**config.mk**
```make
export PLATFORM = sky130hd
export DESIGN_NAME = huffman_code_builder_core_flat
export DESIGN_NICKNAME = d
export VERILOG_FILES = /design/src/hw/rtl/hcb_pkg.sv /design/src/hw/rtl/hcb_if.sv /design/src/hw/rtl/hcb_ram.sv /design/src/hw/rtl/hcb_front.sv /design/src/hw/rtl/hcb_back.sv /design/src/hw/rtl/huffman_code_builder_core.sv /design/src/flat_wrapper.sv
export SDC_FILE = /design/constraint.sdc
export NUM_CORES = 2
export LEC_CHECK = 0
export ABC_CLOCK_PERIOD_IN_PS = 6050
export BUFFER_PORTS_ARGS = -buffer_cell sky130_fd_sc_hd__buf_4
export CAP_MARGIN = 10
export CORE_ASPECT_RATIO = 0.75
export CORE_UTILIZATION = 38
export DETAILED_ROUTE_END_ITERATION = 12
export GPL_TIMING_DRIVEN = 0
export MAX_ROUTING_LAYER = met4
export PLACE_DENSITY = 0.53
export SLEW_MARGIN = 15
export SYNTH_ARGS = -nofsm -noshare
export SYNTH_HDL_FRONTEND = slang
export SYNTH_SLANG_ARGS = --single-unit
```
**constraint.sdc**
```tcl
create_clock -name i_clk -period 6.05 [get_ports i_clk]
set_clock_uncertainty 0.1 [all_clocks]
set_input_delay 0.3025 -clock i_clk [delete_from_list [all_inputs] [get_ports i_clk]]
set_output_delay 0.3025 -clock i_clk [all_outputs]
set_load 0.01 [all_outputs]
```
**src/hw/rtl/hcb_pkg.sv**
```systemverilog
// hcb_pkg: shared types and constants for the huffman code builder
// no dependencies
package hcb_pkg;

    localparam int SYM_W  = 5;
    localparam int LEN_W  = 5;
    localparam int CODE_W = 31;
    localparam int IN_W   = 16;

    typedef struct packed {
        logic [IN_W-1:0] weight;
        logic            last;
    } t_in_item;

    typedef struct packed {
        logic [SYM_W-1:0]  symbol;
        logic [LEN_W-1:0]  code_length;
        logic [CODE_W-1:0] code_bits;
        logic              last_code;
    } t_out_item;

endpackage

```
**src/hw/rtl/hcb_if.sv**
```systemverilog
// hcb_if: valid/ready channel carrying one payload
// no dependencies; the payload type is set by parameter T
interface hcb_if #(
    parameter type T = logic
);
    logic valid;
    logic ready;
    T     data;

    modport source (output valid, output data, input ready);
    modport sink   (input valid, input data, output ready);
endinterface

```
**src/hw/rtl/hcb_ram.sv**
```systemverilog
// hcb_ram: generic single write port, single read port ram, registered read
// no dependencies
module hcb_ram #(
    parameter int WIDTH = 8,
    parameter int DEPTH = 64
) (
    input  logic                     i_clk,
    input  logic                     i_we,
    input  logic [$clog2(DEPTH)-1:0] i_waddr,
    input  logic [WIDTH-1:0]         i_wdata,
    input  logic [$clog2(DEPTH)-1:0] i_raddr,
    output logic [WIDTH-1:0]         o_rdata
);
    logic [WIDTH-1:0] r_mem [DEPTH];

    always_ff @(posedge i_clk) begin
        if (i_we) begin
            r_mem[i_waddr] <= i_wdata;
        end
        o_rdata <= r_mem[i_raddr];
    end
endmodule

```
**src/hw/rtl/hcb_front.sv**
```systemverilog
// hcb_front: accepts weights, masks and counts them, queues load/close commands
// depends on hcb_pkg
module hcb_front import hcb_pkg::*; #(
    parameter int MAX_SYMBOLS = 32,
    parameter int WEIGHT_BITS = 16,
    parameter int NW          = $clog2(2*MAX_SYMBOLS),
    parameter int CW          = $clog2(MAX_SYMBOLS+1)
) (
    input  logic                   i_clk,
    input  logic                   i_rst_n,
    input  logic                   i_in_valid,
    output logic                   o_in_ready,
    input  t_in_item               i_in_data,
    output logic                   o_cmd_valid,
    input  logic                   i_cmd_pop,
    output logic                   o_cmd_store,
    output logic                   o_cmd_last,
    output logic [NW-1:0]          o_cmd_idx,
    output logic [WEIGHT_BITS-1:0] o_cmd_weight,
    output logic [CW-1:0]          o_cmd_count
);
    localparam int QD = 2;
    localparam int EW = 1 + 1 + NW + WEIGHT_BITS + CW;

    logic [CW-1:0]  r_cnt, n_cnt;
    logic [EW-1:0]  r_q [QD];
    logic           r_wp, r_rp;
    logic [1:0]     r_lvl;
    logic           push, store;
    logic [WEIGHT_BITS-1:0] wmask;
    logic [EW-1:0]  entry;

    assign o_in_ready = (r_lvl < 2'(QD));
    assign push  = i_in_valid && o_in_ready;
    assign store = (r_cnt < CW'(MAX_SYMBOLS));

    always_comb begin
        wmask = WEIGHT_BITS'(i_in_data.weight);
        n_cnt = r_cnt;
        if (push) begin
            if (i_in_data.last) begin
                n_cnt = '0;
            end else if (store) begin
                n_cnt = r_cnt + CW'(1);
            end
        end
        entry = {store, i_in_data.last, NW'(r_cnt + CW'(1)), wmask,
                 store ? CW'(r_cnt + CW'(1)) : r_cnt};
    end

    always_ff @(posedge i_clk) begin
        if (!i_rst_n) begin
            r_cnt <= '0;
            r_wp  <= 1'b0;
            r_rp  <= 1'b0;
            r_lvl <= '0;
        end else begin
            r_cnt <= n_cnt;
            if (push) begin
                r_wp <= ~r_wp;
            end
            if (i_cmd_pop) begin
                r_rp <= ~r_rp;
            end
            r_lvl <= r_lvl + 2'(push) - 2'(i_cmd_pop);
        end
        if (push) begin
            r_q[r_wp] <= entry;
        end
    end

    assign o_cmd_valid = (r_lvl != 2'd0);
    assign {o_cmd_store, o_cmd_last, o_cmd_idx, o_cmd_weight, o_cmd_count} = r_q[r_rp];

    a_lvl: assert property (@(posedge i_clk) disable iff (!i_rst_n)
        r_lvl <= 2'(QD)) else $error("queue overflow");
    a_pop: assert property (@(posedge i_clk) disable iff (!i_rst_n)
        i_cmd_pop |-> r_lvl != 2'd0) else $error("pop of empty queue");
    a_cnt: assert property (@(posedge i_clk) disable iff (!i_rst_n)
        r_cnt <= CW'(MAX_SYMBOLS)) else $error("symbol count overrun");
endmodule

```
**src/hw/rtl/hcb_back.sv**
```systemverilog
// hcb_back: node table writes, tree build by scanning, code walk and emission
// depends on hcb_pkg and hcb_ram
module hcb_back import hcb_pkg::*; #(
    parameter int MAX_SYMBOLS = 32,
    parameter int WEIGHT_BITS = 16,
    parameter int NW          = $clog2(2*MAX_SYMBOLS),
    parameter int CW          = $clog2(MAX_SYMBOLS+1)
) (
    input  logic                   i_clk,
    input  logic                   i_rst_n,
    input  logic                   i_cmd_valid,
    output logic                   o_cmd_pop,
    input  logic                   i_cmd_store,
    input  logic                   i_cmd_last,
    input  logic [NW-1:0]          i_cmd_idx,
    input  logic [WEIGHT_BITS-1:0] i_cmd_weight,
    input  logic [CW-1:0]          i_cmd_count,
    output logic                   o_out_valid,
    input  logic                   i_out_ready,
    output t_out_item              o_out_data
);
    localparam int NS = 2*MAX_SYMBOLS;
    localparam int WW = WEIGHT_BITS + $clog2(MAX_SYMBOLS) + 1;
    localparam int MR = 32;
    localparam int ER = (MAX_SYMBOLS < MR) ? MAX_SYMBOLS : MR;
    localparam int LW = (NW > LEN_W) ? NW : LEN_W + 1;
    localparam int KW = NW + 1;

    typedef enum logic [2:0] {
        S_IDLE, S_SCAN_W, S_SCAN, S_JOIN, S_JOIN_B, S_WALK_R, S_WALK, S_EMIT
    } t_state;

    t_state            r_st;
    logic [NW-1:0]     r_i, r_j, r_m, r_b1, r_b2, r_c, r_s, r_emit;
    logic              r_f1, r_f2;
    logic [WW-1:0]     r_w1, r_w2;
    logic [LW-1:0]     r_len;
    logic [CODE_W-1:0] r_code;
    logic [NS-1:0]     r_taken, n_taken;

    logic              w_we, k_we;
    logic [NW-1:0]     w_wa, k_wa;
    logic [WW-1:0]     w_wd, w_rd;
    logic [KW-1:0]     k_wd, k_rd;
    logic              cand, lt1, lt2;

    // weight table u_w, and link table u_k whose entry is right-child flag and parent index
    hcb_ram #(.WIDTH(WW), .DEPTH(NS)) u_w (.i_clk, .i_we(w_we), .i_waddr(w_wa),
        .i_wdata(w_wd), .i_raddr(r_j), .o_rdata(w_rd));
    hcb_ram #(.WIDTH(KW), .DEPTH(NS)) u_k (.i_clk, .i_we(k_we), .i_waddr(k_wa),
        .i_wdata(k_wd), .i_raddr(r_c), .o_rdata(k_rd));

    assign o_cmd_pop = i_cmd_valid && (r_st == S_IDLE);

    always_comb begin
        w_we    = 1'b0;
        w_wa    = i_cmd_idx;
        w_wd    = WW'(i_cmd_weight);
        k_we    = 1'b0;
        k_wa    = r_b1;
        k_wd    = {1'b0, r_i};
        n_taken = r_taken;
        case (r_st)
            S_IDLE: begin
                if (o_cmd_pop && i_cmd_store) begin
                    w_we = 1'b1;
                    n_taken[i_cmd_idx] = 1'b0;
                end
            end
            S_JOIN: begin
                w_we = 1'b1;
                w_wa = r_i;
                w_wd = r_w1 + r_w2;
                k_we = 1'b1;
                n_taken[r_b1] = 1'b1;
                n_taken[r_b2] = 1'b1;
                n_taken[r_i]  = 1'b0;
            end
            S_JOIN_B: begin
                k_we = 1'b1;
                k_wa = r_b2;
                k_wd = {1'b1, r_i};
            end
            default: begin
            end
        endcase
    end

    assign cand = !r_taken[r_j];
    assign lt1  = !r_f1 || (w_rd < r_w1);
    assign lt2  = !r_f2 || (w_rd < r_w2);

    always_ff @(posedge i_clk) begin
        if (!i_rst_n) begin
            r_st        <= S_IDLE;
            o_out_valid <= 1'b0;
            r_taken     <= '0;
        end else begin
            r_taken <= n_taken;
            case (r_st)
                S_IDLE: begin
                    if (o_cmd_pop && i_cmd_last && i_cmd_count > CW'(1)) begin
                        r_m    <= (NW'(i_cmd_count) << 1) - NW'(1);
                        r_i    <= NW'(i_cmd_count) + NW'(1);
                        r_j    <= NW'(1);
                        r_f1   <= 1'b0;
                        r_f2   <= 1'b0;
                        r_emit <= (NW'(i_cmd_count) < NW'(ER)) ? NW'(i_cmd_count) : NW'(ER);
                        r_st   <= S_SCAN_W;
                    end
                end
                S_SCAN_W: begin
                    r_st <= S_SCAN;
                end
                S_SCAN: begin
                    if (cand && lt1) begin
                        r_b2 <= r_b1;
                        r_w2 <= r_w1;
                        r_f2 <= r_f1;
                        r_b1 <= r_j;
                        r_w1 <= w_rd;
                        r_f1 <= 1'b1;
                    end else if (cand && lt2) begin
                        r_b2 <= r_j;
                        r_w2 <= w_rd;
                        r_f2 <= 1'b1;
                    end
                    if (r_j == r_i - NW'(1)) begin
                        r_st <= S_JOIN;
                    end else begin
                        r_j  <= r_j + NW'(1);
                        r_st <= S_SCAN_W;
                    end
                end
                S_JOIN: begin
                    r_st <= S_JOIN_B;
                end
                S_JOIN_B: begin
                    if (r_i == r_m) begin
                        r_s    <= NW'(1);
                        r_c    <= NW'(1);
                        r_len  <= '0;
                        r_code <= '0;
                        r_st   <= S_WALK_R;
                    end else begin
                        r_i  <= r_i + NW'(1);
                        r_j  <= NW'(1);
                        r_f1 <= 1'b0;
                        r_f2 <= 1'b0;
                        r_st <= S_SCAN_W;
                    end
                end
                S_WALK_R: begin
                    if (r_c == r_m) begin
                        o_out_data  <= '{symbol: SYM_W'(r_s - NW'(1)),
                                         code_length: LEN_W'(r_len),
                                         code_bits: r_code,
                                         last_code: (r_s == r_emit)};
                        o_out_valid <= 1'b1;
                        r_st        <= S_EMIT;
                    end else begin
                        r_st <= S_WALK;
                    end
                end
                S_WALK: begin
                    if (k_rd[NW] && r_len < LW'(CODE_W)) begin
                        r_code[r_len[LEN_W-1:0]] <= 1'b1;
                    end
                    r_len <= r_len + LW'(1);
                    r_c   <= k_rd[NW-1:0];
                    r_st  <= S_WALK_R;
                end
                S_EMIT: begin
                    if (i_out_ready) begin
                        o_out_valid <= 1'b0;
                        if (r_s == r_emit) begin
                            r_st <= S_IDLE;
                        end else begin
                            r_s    <= r_s + NW'(1);
                            r_c    <= r_s + NW'(1);
                            r_len  <= '0;
                            r_code <= '0;
                            r_st   <= S_WALK_R;
                        end
                    end
                end
                default: begin
                    r_st <= S_IDLE;
                end
            endcase
        end
    end

    a_hold: assert property (@(posedge i_clk) disable iff (!i_rst_n)
        o_out_valid && !i_out_ready |=> o_out_valid && $stable(o_out_data))
        else $error("result changed while waiting");
    a_vst: assert property (@(posedge i_clk) disable iff (!i_rst_n)
        o_out_valid |-> r_st == S_EMIT) else $error("result valid outside emit");
    a_scan: assert property (@(posedge i_clk) disable iff (!i_rst_n)
        r_st == S_SCAN |-> r_j < r_i) else $error("scan past new node");
    a_join: assert property (@(posedge i_clk) disable iff (!i_rst_n)
        r_st == S_JOIN |-> r_f1 && r_f2 && r_b1 != r_b2) else $error("bad join");
endmodule

```
**src/hw/rtl/huffman_code_builder_core.sv**
```systemverilog
// huffman_code_builder_core: top level of the huffman code builder
// depends on hcb_pkg, hcb_if, hcb_front, hcb_back
// throughput: one weight per cycle while back is idle; a two-entry queue precedes the back
// once a closing weight of two or more symbols leaves the queue, the back scans and joins
// nodes into the tree, walks and emits each code, holding on a stalled output; input stalls when queue full
// reset: synchronous active low, clears symbol count, queue and control state
module huffman_code_builder_core import hcb_pkg::*; #(
    parameter int MAX_SYMBOLS = 32,
    parameter int WEIGHT_BITS = 16
) (
    input  logic i_clk,
    input  logic i_rst_n,
    hcb_if.sink   i_in,
    hcb_if.source o_out
);
    localparam int NW = $clog2(2*MAX_SYMBOLS);
    localparam int CW = $clog2(MAX_SYMBOLS+1);

    logic                   cv, cp, cs, cl;
    logic [NW-1:0]          ci;
    logic [WEIGHT_BITS-1:0] cwt;
    logic [CW-1:0]          cc;

    hcb_front #(.MAX_SYMBOLS(MAX_SYMBOLS), .WEIGHT_BITS(WEIGHT_BITS)) u_front (
        .i_clk, .i_rst_n, .i_in_valid(i_in.valid), .o_in_ready(i_in.ready),
        .i_in_data(i_in.data), .o_cmd_valid(cv), .i_cmd_pop(cp), .o_cmd_store(cs),
        .o_cmd_last(cl), .o_cmd_idx(ci), .o_cmd_weight(cwt), .o_cmd_count(cc));

    hcb_back #(.MAX_SYMBOLS(MAX_SYMBOLS), .WEIGHT_BITS(WEIGHT_BITS)) u_back (
        .i_clk, .i_rst_n, .i_cmd_valid(cv), .o_cmd_pop(cp), .i_cmd_store(cs),
        .i_cmd_last(cl), .i_cmd_idx(ci), .i_cmd_weight(cwt), .i_cmd_count(cc),
        .o_out_valid(o_out.valid), .i_out_ready(o_out.ready), .o_out_data(o_out.data));
endmodule
```
**src/flat_wrapper.sv**
```systemverilog
// flat-port wrapper written by rule: the top's interface ports become plain ports
module huffman_code_builder_core_flat import hcb_pkg::*;
#(
    parameter int MAX_SYMBOLS = 32,
    parameter int WEIGHT_BITS = 16
)
  (i_clk, i_rst_n, i_in_valid, i_in_data, i_in_ready, o_out_valid, o_out_data, o_out_ready);
  hcb_if i_in_i ();
  hcb_if o_out_i ();
  input  logic i_clk;
  input  logic i_rst_n;
  input wire logic [$bits(i_in_i.valid)-1:0] i_in_valid;
  input wire logic [$bits(i_in_i.data)-1:0] i_in_data;
  output wire logic [$bits(i_in_i.ready)-1:0] i_in_ready;
  output wire logic [$bits(o_out_i.valid)-1:0] o_out_valid;
  output wire logic [$bits(o_out_i.data)-1:0] o_out_data;
  input wire logic [$bits(o_out_i.ready)-1:0] o_out_ready;
  assign i_in_i.valid = i_in_valid;
  assign i_in_i.data = i_in_data;
  assign i_in_ready = i_in_i.ready;
  assign o_out_valid = o_out_i.valid;
  assign o_out_data = o_out_i.data;
  assign o_out_i.ready = o_out_ready;
  huffman_code_builder_core #(.MAX_SYMBOLS(MAX_SYMBOLS), .WEIGHT_BITS(WEIGHT_BITS)) u_core (.i_clk(i_clk), .i_rst_n(i_rst_n), .i_in(i_in_i), .o_out(o_out_i));
endmodule
```
Word level (Yosys, flattened, before mapping)
Memory sizes are Yosys's and may differ from the RTL's. A register that Yosys moved wholly into a read port is not among the register bits.
Cells that the tools add are included.
{"block": "op_classes", "add_sub_neg": 10, "n_lt_le_gt_ge": 15, "n_eq_ne": 21, "n_mux": 62, "bitwise_logic": 8, "n_reduce_logical": 39}
{"operator": "bitwise AND 64 bit", "count": 2}
{"operator": "NOT 64 bit", "count": 2}
{"operator": "OR 64 bit", "count": 2}
{"operator": "case mux 64 bit (2 select lines)", "count": 1}
{"operator": "2-to-1 mux 6 bit", "count": 14}
{"operator": "2-to-1 mux 22 bit", "count": 3}
{"operator": "2-to-1 mux 64 bit", "count": 1}
{"operator": "< comparator 22 bit", "count": 2}
{"operator": "case mux 6 bit (3 select lines)", "count": 2}
{"operator": "< comparator 6 x 7 -> 1 bit (second input constant)", "count": 5}
{"operator": "adder 6 x 1 -> 6 bit (second input constant)", "count": 5}
{"operator": "AND reduction 5 bit", "count": 5}
{"operator": "demux 1 bit (select 6 bit)", "count": 4}
{"operator": "equality test 6 bit", "count": 4}
{"operator": "greater-or-equal comparator 6 x 1 -> 1 bit (second input constant)", "count": 4}
{"operator": "case mux 3 bit (8 select lines)", "count": 1}
{"operator": "case mux 6 bit (2 select lines)", "count": 2}
{"operator": "2-to-1 mux 1 bit", "count": 23}
{"operator": "adder 22 bit", "count": 1}
{"operator": "AND reduction 3 bit", "count": 5}
{"operator": "!= test 2 bit (second input constant)", "count": 7}
{"operator": "equality test 3 bit (second input constant)", "count": 4}
{"operator": "< comparator 6 bit (second input constant)", "count": 2}
{"operator": "2-to-1 mux 3 bit", "count": 4}
{"operator": "other kinds (24)", "count": 50}
{"block": "word_totals", "regBits": 173, "ramBits": 1884, "in_bits": 5, "output_inout_bits": 3, "wordCells": 178, "n_memories": 3}
{"name": "u_core.u_back.u_w.r_mem", "words": 64, "width": 22, "rd": 1, "rd_clocked_by_memory_dff": 1, "write_ports": 1, "line": "hcb_ram.sv:14", "source": "logic [WIDTH-1:0] r_mem [DEPTH];"}
{"name": "u_core.u_back.u_k.r_mem", "words": 64, "width": 7, "rd": 1, "rd_clocked_by_memory_dff": 1, "write_ports": 1, "line": "hcb_ram.sv:14"}
{"name": "u_core.u_front.r_q", "words": 2, "width": 14, "rd": 1, "rd_clocked_by_memory_dff": 1, "write_ports": 1, "line": "hcb_front.sv:26", "source": "logic [EW-1:0] r_q [QD];"}

Logic depth before layout (Yosys ltp)
{"block": "depth", "ltp_word": 8, "mapped_depth": 11, "depth_no_buf": 9}

Cells and area by module
From an unflattened synthesis, not the netlist that was laid out.
{"block": "hier_totals", "cells_unflattened": 4794, "hier_area_um2": 89011.6}
{"mod": "hcb_ram (u_core.u_back.u_w)", "instances": 1, "cells_each": 2349, "area_per_inst_um2": 54260.8, "seq_area_each_um2": 42721.0}
{"mod": "hcb_ram (u_core.u_back.u_k)", "instances": 1, "cells_each": 836, "area_per_inst_um2": 17837.1, "seq_area_each_um2": 13593.0}
{"mod": "hcb_back", "instances": 1, "cells_each": 1443, "area_per_inst_um2": 14108.5, "seq_area_each_um2": 6526.3}
{"mod": "hcb_front", "instances": 1, "cells_each": 165, "area_per_inst_um2": 2801.4, "seq_area_each_um2": 2021.9}
{"mod": "huffman_code_builder_core", "instances": 1, "cells_each": 1, "area_per_inst_um2": 3.8, "seq_area_each_um2": 0.0}

Least setup slack after synthesis
OpenSTA, ideal clock, no wires.
{"block": "synth_path", "kind": "reg-to-reg", "start": "reg u_core.u_back.r_w1[12]", "end": "mem u_core.u_back.u_w.r_mem[0][21] (netlist name), data pin", "setup_ns": 0.905, "arrival_time_ns": 5.537, "required_time_ns": 5.045, "slack_ns": -0.492, "stages_incl_launch_ff": 8, "n_path_buf": 0, "synth_period_minus_slack_ns": 6.542, "path_cell_list": "edfxtp_1 > ha_1 > a21o_1 > a221o_1 > a32oi_1 > o31ai_1 > o31a_1 > o41ai_1"}
{"block": "synth_via", "elab_chain_cells": 2}
{"element": "start: declaration", "line": "hcb_back.sv:36", "source": "logic [WW-1:0] r_w1, r_w2;"}
{"element": "start signal: assignment", "line": "hcb_back.sv:121", "source": "r_w1 <= w_rd;"}
{"element": "adder 22 bit", "line": "hcb_back.sv:73", "source": "w_wd = r_w1 + r_w2;"}
{"element": "2-to-1 mux 22 bit", "line": "hcb_back.sv:63", "source": "case (r_st)"}
{"element": "net u_core.u_back.u_w.i_wdata[21]", "line": "hcb_ram.sv:10", "source": "input logic [WIDTH-1:0] i_wdata,"}
{"element": "end: declaration", "line": "hcb_ram.sv:14"}
The timed path passes the listed nets, and every way through them passes these cells.

==> run_results.csv <==
group,metric,value,unit
min_path,holdPathStages,2,
global_routing,grt_usage,21.2,%
floorplanning,initial_core_util,38.3,%
drt,drt-initial-drc-count,5708,
timing,worst_slew_pin_slew,1.32,ns
cells_and_area,drive_gt1_share,27.1,%
pwr,leakagePower,27.0,nW
floorplanning,row_count,146,
placed_design,place_area,87800,um2
setup_path,regToRegStartpoint,"u_core.u_back.r_j[1]",
setup_path,cp.required,6.61,ns
drt,via_per_inst,5.72,
cells_and_area,register_area,59600,um2
cells_and_area,fillers,17900,
synthesis,synthCells,3926,
drt,wl_per_cell,30.3,um
global_routing,antenna_found_initial,24,
pwr,powerDensity,348,nW/um2
synthesis,ys.flop_type,"edfxtp_1",
timing,fin_crit_sh,90.0,%
synthesis,yosysTopAreaCell,"edfxtp_1",
pwr,peakVddDrop,0.000215,V
drt,vias,41600,
placed_design,hpwlAfterDp,157000,um
outcome,outcome,"completed",
setup_path,worst-r2r-cell-count,7,
clock_tree,clockBufferDepth,4,
cells_and_area,final_cell_mix,"edfxtp_1 (1,914), mux4_2 (602), clkbuf_16 (205)",
run,max-cap-violations,0,
synthesis,ys_types,63,
setup_path,slowest_delay,0.95,ns
setup_path,rrSetupSlack,0.61,ns
setup_path,crit_fanout,10,
synthesis,yosysTopAreaCellShare,71.1,%
cells_and_area,multi_input_area,20700,um2
drt,drt_wl_total,220000,um
setup_path,crit_type,"reg2reg",
timing,maxSlewViolCount,0,
setup_path,slowest_stage,"clkbuf_1",
setup_path,cp_cell_sequence,"buf_2, clkbuf_1, clkbuf_1, clkbuf_1, mux4_2, mux4_2, mux4_2",
clock_tree,clock_sink_count,2021,
floorplanning,die_w,535,um
drt,drc,0,
setup_path,cp.arrival,6.00,ns
clock_tree,cts_buffers,204,
global_routing,grt_max_degree,65,
timing,rsz0062_at_grt,"no",
clock_tree,cts_max_level,4,
placed_design,io_buffers,7,
floorplanning,die_height,401,um
drt,ant_nets,0,
clock_tree,clkTransAtPathRegs,0.07,ns
timing,fmaxAchievable,0.184,GHz
synthesis,synth_warnings,0,
timing,finalSetupViolations,0,
timing,finalCriticalPeriod,5.44,ns
pwr,power,32.8,mW
floorplanning,ios,8,
clock_tree,clk_latency,0.85,ns
clock_tree,cts_resized,0,
synthesis,async_flop_share,0,%
global_routing,grt_pass1_wl,312000,um
min_path,holdPathEnd,"u_core.u_front.r_q[0][12]",
clock_tree,cts_tree,"built",
setup_path,critPathLaunchType,"flip-flop",
global_routing,grt.overflow.total,0,
synthesis,synth_edf_count,1914,
timing,slew_headroom,11.1,%
drt,firstDrtPassIters,5,
floorplanning,die_area,215000,um2
clock_tree,cts_root_buf,"clkbuf_16",
cells_and_area,final_common_cell,"edfxtp_1",
cells_and_area,nets,4362,
placed_design,place.gp.congestion,0.919,
synthesis,syn-cell-area,80800,um2
timing,hold_viol,0,
synthesis,synth.area.top_cells,"edfxtp_1 (71%), mux4_2 (17%), dfxtp_1 (2.6%)",
min_path,worstHoldStart,"i_in_data",
setup_path,end_kind,"flip-flop",
cells_and_area,area_delta_synth_final,16.6,%
min_path,holdCritPathClass,"in2reg",
synthesis,ys_seq_area_share,73.7,%
global_routing,grt_pass1_vias,40100,
setup_path,reg2reg_to,"u_core.u_back.u_w.o_rdata[7]",
synthesis,synth_seq_cells,2021,
floorplanning,core,211000,um2
cells_and_area,final_cell_area,94300,um2
synthesis,syn_area_per_cell,20.6,um2
synthesis,syn_nets,4005,
==> final cells by class <==
class                           count  share of cell area, %
Inverter                           63                  0.251
Tap cell                         2812                   3.73
Clock buffer                      258                   5.75
Timing Repair Buffer              151                   2.97
Antenna cell                       16                 0.0425
Multi-Input combinational cell   1637                   21.9
Buffer                            205                   1.05
Clock inverter                    106                   1.03
Sequential cell                  2021                   63.2
==> per-stage QoR <==
step	setup TNS (ns)	cells	hold slack, ns	util, %	setup slack [ns]
finish	0	7269	0.125	44.6	0.607
global route	0	7258	0.123	44.6	0.619
CTS	0	7251	0.0949	44.6	0.777
detailed placement	0	6883	0.341	41.5	0.800
global placement	-2254.90	6745	0.341	39.9	-5.04
floorplan	0	3926	0.301	-	0.692
==> critical path: cells and delay by family, from the launching register on <==
family	cells	cell delay, ns
multiplexers	3	1.73
buffers and inverters	4	2.73
flip-flops	1	0.64
==> synthesized netlist by cell type, drive strengths merged (11+ instances only) <==
master,count
edfxtp,1914
mux4,602
nor2,223
clkbuf,122
dfxtp,107
a21oi,100
nand2,95
buf,83
ha,73
nor3,71
o22ai,71
inv,63
o21ai,50
mux2,38
nand3,36
xnor2,30
xor2,28
a211oi,22
mux2i,21
nand2b,19
a21o,18
nor2b,12
nand3b,11
==> worst max-delay path by stage <==
stage / start / endpoint / slack [ns] / depth (start not counted)
floorplan: u_core.u_back.r_w1[12] / u_core.u_back.u_w.r_mem[0][19] / 0.69 / 7
global placement: u_core.u_back.r_w1[6] / u_core.u_back.u_w.r_mem[22][13] / -5.04 / 7
detailed placement: u_core.u_back.r_j[1] / u_core.u_back.u_w.o_rdata[10] / 0.80 / 7
CTS: u_core.u_back.r_j[1] / u_core.u_back.u_w.o_rdata[10] / 0.78 / 7
global route: u_core.u_back.r_j[1] / u_core.u_back.u_w.o_rdata[10] / 0.62 / 7
finish: u_core.u_back.r_j[1] / u_core.u_back.u_w.o_rdata[7] / 0.61 / 7
==> flip-flops by register name, summed over array words and instances, names as in the netlist, 22 cells and up, named ones only <==
name                       flops
u_core.u_back.r_taken         64
u_core.u_back.r_w1            22
u_core.u_back.r_w2            22
u_core.u_back.u_k.r_mem      384
u_core.u_back.u_w.o_rdata     22
u_core.u_back.u_w.r_mem     1408
u_core.u_front.r_q            28
==> kinds of logic (layout without fill, tap and decap cells) <==
group | Yosys count | count (layout) | synth area share (%)
XOR/XNOR | 58 | 58 | 0.628
multiplexers | 661 | 661 | 17.6
other | 0 | 16 | 0
AO/OA/AOI/OAI | 322 | 322 | 2.46
AND/OR/NAND/NOR | 522 | 522 | 2.95
adder cells (fa/ha/maj) | 74 | 74 | 1.15
buffers and inverters | 268 | 783 | 1.50
flip-flops | 2021 | 2021 | 73.7
==> where the power goes <==
group | internal (mW) | switching (mW)
combinational | 1.55 | 2.78
sequential | 15.9 | 0.227
clock | 7.01 | 5.32
==> layer usage <==
layer | vias up | global-route usage (%) | routed length, um
met5 | - | - | 0
met4 | 0 | 4.93 | 5220
met3 | 326 | 4.51 | 19700
met2 | 1728 | 26.8 | 88200
met1 | 22400 | 34.0 | 107000
li1 | 17100 | - | -
==> what timing repair did <==
action | 4_1_cts | 5_1_grt
endpoints found under the setup margin | 0 | 0
hold buffers | 4 | 0
endpoints found under the hold margin | 28 | 0
setup buffers | 0 | 0
(Power assumes the default switching activity.)
